## config.mk

```make
export PLATFORM = sky130hd
export DESIGN_NAME = eida_ram
export DESIGN_NICKNAME = d
export VERILOG_FILES = /design/src/rtl/core/entry_id_free_list_allocator_assert.svh /design/src/rtl/core/eida_ram.sv
export SDC_FILE = /design/constraint.sdc
export NUM_CORES = 1
export LEC_CHECK = 0
export BUFFER_PORTS_ARGS = -buffer_cell sky130_fd_sc_hd__buf_2
export CORE_AREA = 2 2 190 99
export DETAILED_ROUTE_END_ITERATION = 8
export DIE_AREA = 0 0 192 101
export PLACE_DENSITY = 0.52
export SKIP_CTS_REPAIR_TIMING = 1
export SKIP_LAST_GASP = 1
export SLEW_MARGIN = 40
export SYNTH_ARGS = -nofsm -noshare
export SYNTH_HDL_FRONTEND = slang
export SYNTH_SLANG_ARGS = --single-unit
```

## constraint.sdc

```tcl
create_clock -name clk -period 5.4 [get_ports clk]
set_clock_uncertainty 0.05 [all_clocks]
set_input_delay 0.81 -clock clk [delete_from_list [all_inputs] [get_ports clk]]
set_output_delay 0.81 -clock clk [all_outputs]
set_load 0.02 [all_outputs]
```

## src/rtl/core/entry_id_free_list_allocator_assert.svh

```systemverilog
`ifndef ENTRY_ID_FREE_LIST_ALLOCATOR_ASSERT_SVH
`define ENTRY_ID_FREE_LIST_ALLOCATOR_ASSERT_SVH

`ifndef SYNTHESIS

`define EIDA_ASSERT_ALWAYS(label, clk, rst_n, expr) \
    label: assert property (@(posedge clk) disable iff (!rst_n) (expr)) \
        else $error("eida: invariant violated");

`define EIDA_ASSERT_IMPLIES(label, clk, rst_n, ante, cons) \
    label: assert property (@(posedge clk) disable iff (!rst_n) (ante) |-> (cons)) \
        else $error("eida: implication violated");

`define EIDA_ASSERT_NEXT(label, clk, rst_n, ante, cons) \
    label: assert property (@(posedge clk) disable iff (!rst_n) (ante) |=> (cons)) \
        else $error("eida: next-cycle check violated");

`else

`define EIDA_ASSERT_ALWAYS(label, clk, rst_n, expr)
`define EIDA_ASSERT_IMPLIES(label, clk, rst_n, ante, cons)
`define EIDA_ASSERT_NEXT(label, clk, rst_n, ante, cons)

`endif

`endif

```

## src/rtl/core/eida_ram.sv

```systemverilog
module eida_ram #(
    parameter int WIDTH = 8,
    parameter int DEPTH = 16
) (
    input  logic                     clk,
    input  logic                     we,
    input  logic [$clog2(DEPTH)-1:0] waddr,
    input  logic [WIDTH-1:0]         wdata,
    input  logic                     re,
    input  logic [$clog2(DEPTH)-1:0] raddr,
    output logic [WIDTH-1:0]         rdata
);

    logic [WIDTH-1:0] mem [DEPTH];

    always_ff @(posedge clk)
    begin
        if (we)
        begin
            mem[waddr] <= wdata;
        end
        if (re)
        begin
            rdata <= mem[raddr];
        end
    end

endmodule

```

==> flow_summary.json, run 1 <==
{
  "status": "completed",
  "port-buffer-count": 26,
  "core_area_mm2": 0.0179,
  "cts-root-buf": "clkbuf_16",
  "relSlewSlack_pct": 45.7,
  "crit_required_ns": 5.52,
  "crit_type": "in -> reg",
  "clkTransAtPathRegs_ns": 0.06,
  "dp_cells": 487,
  "cts_buffer_depth": 2,
  "yosysWarnings": 0,
  "place.gp.congestion": 0.705,
  "routed_wl_mm": 11.3,
  "leakagePower_nw": 2.00,
  "syn_nets": 248,
  "finalSetupViolations": 0,
  "grt_pass1_wl_mm": 16.4,
  "tightest_slew_ns": 0.815,
  "critPathLaunchType": "primary input",
  "grt_pass1_vias": 2540,
  "fin_crit_sh_pct": 45.7,
  "yosysSeqAreaShare_pct": 78.1,
  "row_count": 35,
  "initial_core_util_pct": 29.3,
  "cts_buffers": 17,
  "cts_num_sinks": 136,
  "initialDrtViolationCount": 276,
  "finalNetCount": 285,
  "final_cells": 519,
  "clk_latency_ns": 0.42,
  "hold_viol": 0,
  "period_minus_slack_ns": 2.47,
  "power.density_mw_per_mm2": 391,
  "synth_area_mm2": 0.00523,
  "layout-drive-gt1-share_pct": 33.7,
  "hp-start": "mem[14][7]$_DFFE_PP_",
  "dr_wl_met3_mm": 1.32,
  "antenna_found_initial": 0,
  "routed.top_layer": "met4",
  "wl_per_cell_um": 21.7,
  "grt_overflow": 0,
  "final.setup.worst_slack_ns": 2.93,
  "grt_max_degree": 33,
  "synthTopCellsByArea": "edfxtp_1, mux4_2, mux4_1",
  "vdd_drop_max_v": 0.000220,
  "totalNegativeSetupSlack_ns": 0,
  "die_x_um": 192,
  "die_y_um": 101,
  "pin_count": 27,
  "syn2layout_area_growth_pct": 19.2,
  "p_total_mw": 2.44,
  "num_vias": 2456,
  "dp_slack_ns": 2.45,
  "yosysTopAreaCell": "edfxtp_1",
  "dr_wl_met2_mm": 4.57,
  "max_freq_ghz": 0.405,
  "ys_seq_elements": 136,
  "holdWs_ns": 0.699,
  "regToRegStartpoint": "mem[2][3]$_DFFE_PP_",
  "cp.arrival_ns": 2.58,
  "crit_slowest_cell": "mux4_1",
  "synth_cells": 229,
  "wirelength_met1_mm": 5.34,
  "worstSetupStartpoint": "raddr[0]",
  "grt_usage_pct": 12.5,
  "dr.pass1.iters": 4,
  "synth_top_area_share_pct": 78.1,
  "ant_nets": 0,
  "final_cell_area_mm2": 0.00623,
  "min-delay-path-class": "reg -> reg",
  "cts.htree.levels": 4,
  "final_util_pct": 34.9,
  "cap_violations": 0,
  "rsz0062_at_grt": "no",
  "cp_slowest_stage_delay_ns": 0.65,
  "viasPerCell": 4.73,
  "die-area_mm2": 0.0194,
  "antenna_cells": 0,
  "crit_chain": "buf_2 -> buf_4 -> mux4_1 -> a22oi_1 -> nand2_1",
  "cp-end-kind": "flip-flop",
  "slew_violations": 0,
  "tritoncts": "done",
  "dpl_cell_area_mm2": 0.00565,
  "hpwlAfterDp_mm": 7.46,
  "crit_path_max_fanout": 19,
  "drc_errors": 0,
  "postSynthAreaPerCell_um2": 22.8,
  "synth.distinct_cells": 18
}
flip-flops by register name (all words and copies together) (netlist names):
register / flops
mem: 128
rdata: 8
cells in the final DEF (no fill, tap or decap):
master      netlist  final
nand2b_1          2      2
mux4_1           14     14
clkinvlp_4        0      4
nor2_1           13      1
bufinv_16         0      2
clkinv_4          0      3
buf_2             3     26
mux4_2           18     18
nand3b_1          2      2
inv_6             0      2
and2_1            1      1
a22oi_1          16     16
nor3_2            0      1
and2b_1           1      1
nor2b_1           1      1
nor3_4            0      3
nand3_1           1      1
clkinv_2          0      3
edfxtp_1        136    136
or3b_2            1      1
clkinv_1          0      1
nand2_1           9      9
clkbuf_16         0     17
buf_4             1      2
nor2_2            0     12
cells by family (layout without fill, tap and decap cells):
logic type / Yosys count / in the layout / synth area share, %
flops: 136 / 136 / 78.1
simple gates: 35 / 35 / 3.14
mux: 32 / 32 / 14.8
compound gates: 16 / 16 / 2.30
buf+inv: 10 / 60 / 1.65
final timing paths:
path,end,slack [ns],cells after the start
setup / recovery,rdata[0]$_DFFE_PP_,2.93,5
hold / removal,rdata[7]$_DFFE_PP_,0.70,3
setup reg to reg,rdata[3]$_DFFE_PP_,3.91,3
hold reg to reg,rdata[7]$_DFFE_PP_,0.70,3
cell usage after synthesis:
| cell | n |
|---|---|
| a22oi_1 | 16 |
| clkdlybuf4s25_2 | 3 |
| nand2_1 | 9 |
| mux4_1 | 14 |
| nor3_1 | 4 |
| buf_6 | 3 |
| nor2_1 | 13 |
| nor2b_1 | 1 |
| or3b_2 | 1 |
| nand2b_1 | 2 |
| buf_4 | 1 |
| nand3_1 | 1 |
| edfxtp_1 | 136 |
| nand3b_1 | 2 |
| buf_2 | 3 |
| mux4_2 | 18 |
| and2_1 | 1 |
| and2b_1 | 1 |
metal layers:
layer  global-route usage (%)  up-vias
met5                        0        -
li1                         -     1062
met1                     19.4     1299
met4                     3.46        0
met2                     16.4       87
met3                     4.07        8
critical path: cells and delay by family:
family / cells / cell delay, ns
mux: 1 / 0.65
compound gates: 1 / 0.20
simple gates: 1 / 0.08
buf+inv: 2 / 0.81
cell type report:
class	instances	area, um2
tap	240	300
clock inverter	15	153
timing repair buffer	28	145
multi-input combinational	83	1130
fill	1659	11600
clock buffer	17	425
sequential	136	4080
power breakdown:
group | internal (mW) | switching (mW) | total (mW)
combinational | 0.0422 | 0.0722 | 0.114
sequential | 1.19 | 0.00729 | 1.20
clock | 0.679 | 0.446 | 1.12
total | 1.91 | 0.526 | 2.44
(Power assumes the default switching activity.)
==> run 2, diff against run 1 <==
Settings changed: PLACE_DENSITY 0.52 to 0.54.
Clock period 5.4 ns to 2 ns, I/O delays scaled along.
==> flow_summary.json, run 2 (synthesized netlist as in run 1, its figures left out) <==
{
  "crit_path_max_fanout": 1,
  "num_vias": 2515,
  "period_minus_slack_ns": 1.54,
  "routed_wl_mm": 11.2,
  "cts.htree.levels": 4,
  "switching_share_pct": 20.7,
  "tightest_slew_ns": 0.493,
  "crit_type": "reg -> reg",
  "finalNetCount": 303,
  "grt_max_degree": 33,
  "leakagePower_nw": 2.12,
  "ant_nets": 0,
  "relSlewSlack_pct": 67.0,
  "crit_chain": "mux4_1 -> a22oi_1 -> nand2_1",
  "p_int_mw": 5.28,
  "min-delay-path-class": "in -> reg",
  "pin_count": 27,
  "layout_commonest_cell": "edfxtp_1",
  "top_regs": "mem: 128 flops, rdata: 8 flops",
  "power.density_mw_per_mm2": 1050,
  "cts-root-buf": "clkbuf_16",
  "die_y_um": 101,
  "cts_buffers": 17,
  "initial_core_util_pct": 29.3,
  "place.gp.congestion": 0.708,
  "dr.pass1.iters": 4,
  "max_freq_ghz": 0.649,
  "crit_required_ns": 2.11,
  "layout-drive-gt1-share_pct": 31.6,
  "antenna_found_initial": 0,
  "cp-end-kind": "flip-flop",
  "wl_per_cell_um": 20.8,
  "cts_buffer_depth": 2,
  "p_sw_mw": 1.38,
  "combinationalPowerShare_pct": 4.8,
  "grt_pass1_vias": 2557,
  "grt_overflow": 0,
  "tritoncts": "done",
  "initialDrtViolationCount": 172,
  "finalSetupViolations": 0,
  "seq_area_mm2": 0.00408,
  "clk_latency_ns": 0.42,
  "seq_power_share_pct": 48.5,
  "clkPwrFrac_pct": 46.7,
  "largest_reg_flops": 128,
  "multi_input_area_mm2": 0.00106,
  "die_x_um": 192,
  "row_count": 35,
  "hold_viol": 0,
  "cp.arrival_ns": 1.65,
  "critPathLaunchType": "flip-flop",
  "clkTransAtPathRegs_ns": 0.06,
  "slew_violations": 0,
  "largest-register": "mem",
  "final_cell_mix": "edfxtp_1, buf_2, mux4_2",
  "p_total_mw": 6.66,
  "grt_pass1_wl_mm": 16.4,
  "vdd_drop_max_v": 0.000514,
  "viasPerCell": 4.67,
  "cp_slowest_stage_delay_ns": 0.49,
  "cap_violations": 0,
  "cts_num_sinks": 136,
  "core_area_mm2": 0.0179,
  "drc_errors": 0,
  "nFillCells": 1633,
  "totalNegativeSetupSlack_ns": 0,
  "rsz0062_at_grt": "no",
  "syn2layout_area_growth_pct": 21.4,
  "status": "completed",
  "fin_crit_sh_pct": 77.1,
  "die-area_mm2": 0.0194,
  "port-buffer-count": 26,
  "hpwlAfterDp_mm": 7.52,
  "crit_slowest_cell": "mux4_1",
  "grt_usage_pct": 12.5
}
-- run 2: changes by cell type in the layout (fill, tap and decap cells not counted), sizes merged --
cell      previous run  this run
buf                 28        46
bufinv               2         3
clkinv               7        10
clkinvlp             4         1
diode                0         1
inv                  2         1
-- run 2: path summary, 6_finish.rpt --
path | from | endpoint | slack [ns] | cells after the start
worst max-delay path | mem[0][1]$_DFFE_PP_ | rdata[1]$_DFFE_PP_ | 0.46 | 3
worst min-delay path | wdata[7] | mem[10][7]$_DFFE_PP_ | 0.21 | 1
worst max register to register | mem[0][1]$_DFFE_PP_ | rdata[1]$_DFFE_PP_ | 0.46 | 3
worst min register to register | mem[8][1]$_DFFE_PP_ | rdata[1]$_DFFE_PP_ | 0.70 | 3
-- run 2: cell type report --
class / count / share of cell area [%]
flip-flops and latches: 136 / 64.3
multi-input cells: 83 / 16.7
clock buffers: 17 / 6.70
repair buffers: 46 / 5.01
well taps: 240 / 4.73
clock inverters: 15 / 2.50
diodes: 1 / 0.0394
-- run 2: power by group through the flow --
stage	registers (mW)	logic, mW	clock network (mW)
after floorplan	3.30	0.162	0
after global routing	3.23	0.348	3.28
after global placement	3.29	0.320	0
final	3.23	0.322	3.11
after detailed placement	3.29	0.326	0
after CTS	3.23	0.326	3.16
-- run 2: stage by stage --
step	std cells	hold slack [ns]	setup WS, ns	instance area [um2]	util, %
global placement	505	0.635	0.0543	5760	32.2
finish	538	0.208	0.458	6350	35.5
CTS	537	0.191	0.438	6340	35.5
detailed placement	505	0.642	0.0428	5760	32.2
global route	537	0.213	0.369	6350	35.5
floorplan	229	0.349	0.157	5230	-
-- run 2: critical path, delay by kind of cell (launching register included) --
| kind | cells | cell delay, ns |
|---|---|---|
| muxes | 1 | 0.49 |
| and+or+nand+nor | 1 | 0.08 |
| AOI/OAI and AO/OA | 1 | 0.31 |
| DFF | 1 | 0.36 |
-- run 2: per-layer routing --
metal	GRT usage, %	vias up	part of all wire [%]
met5	0	-	0
met4	4.05	0	1.0
met3	4.42	14	9.6
met2	16.1	101	39
met1	19.1	1305	50
li1	-	1095	-
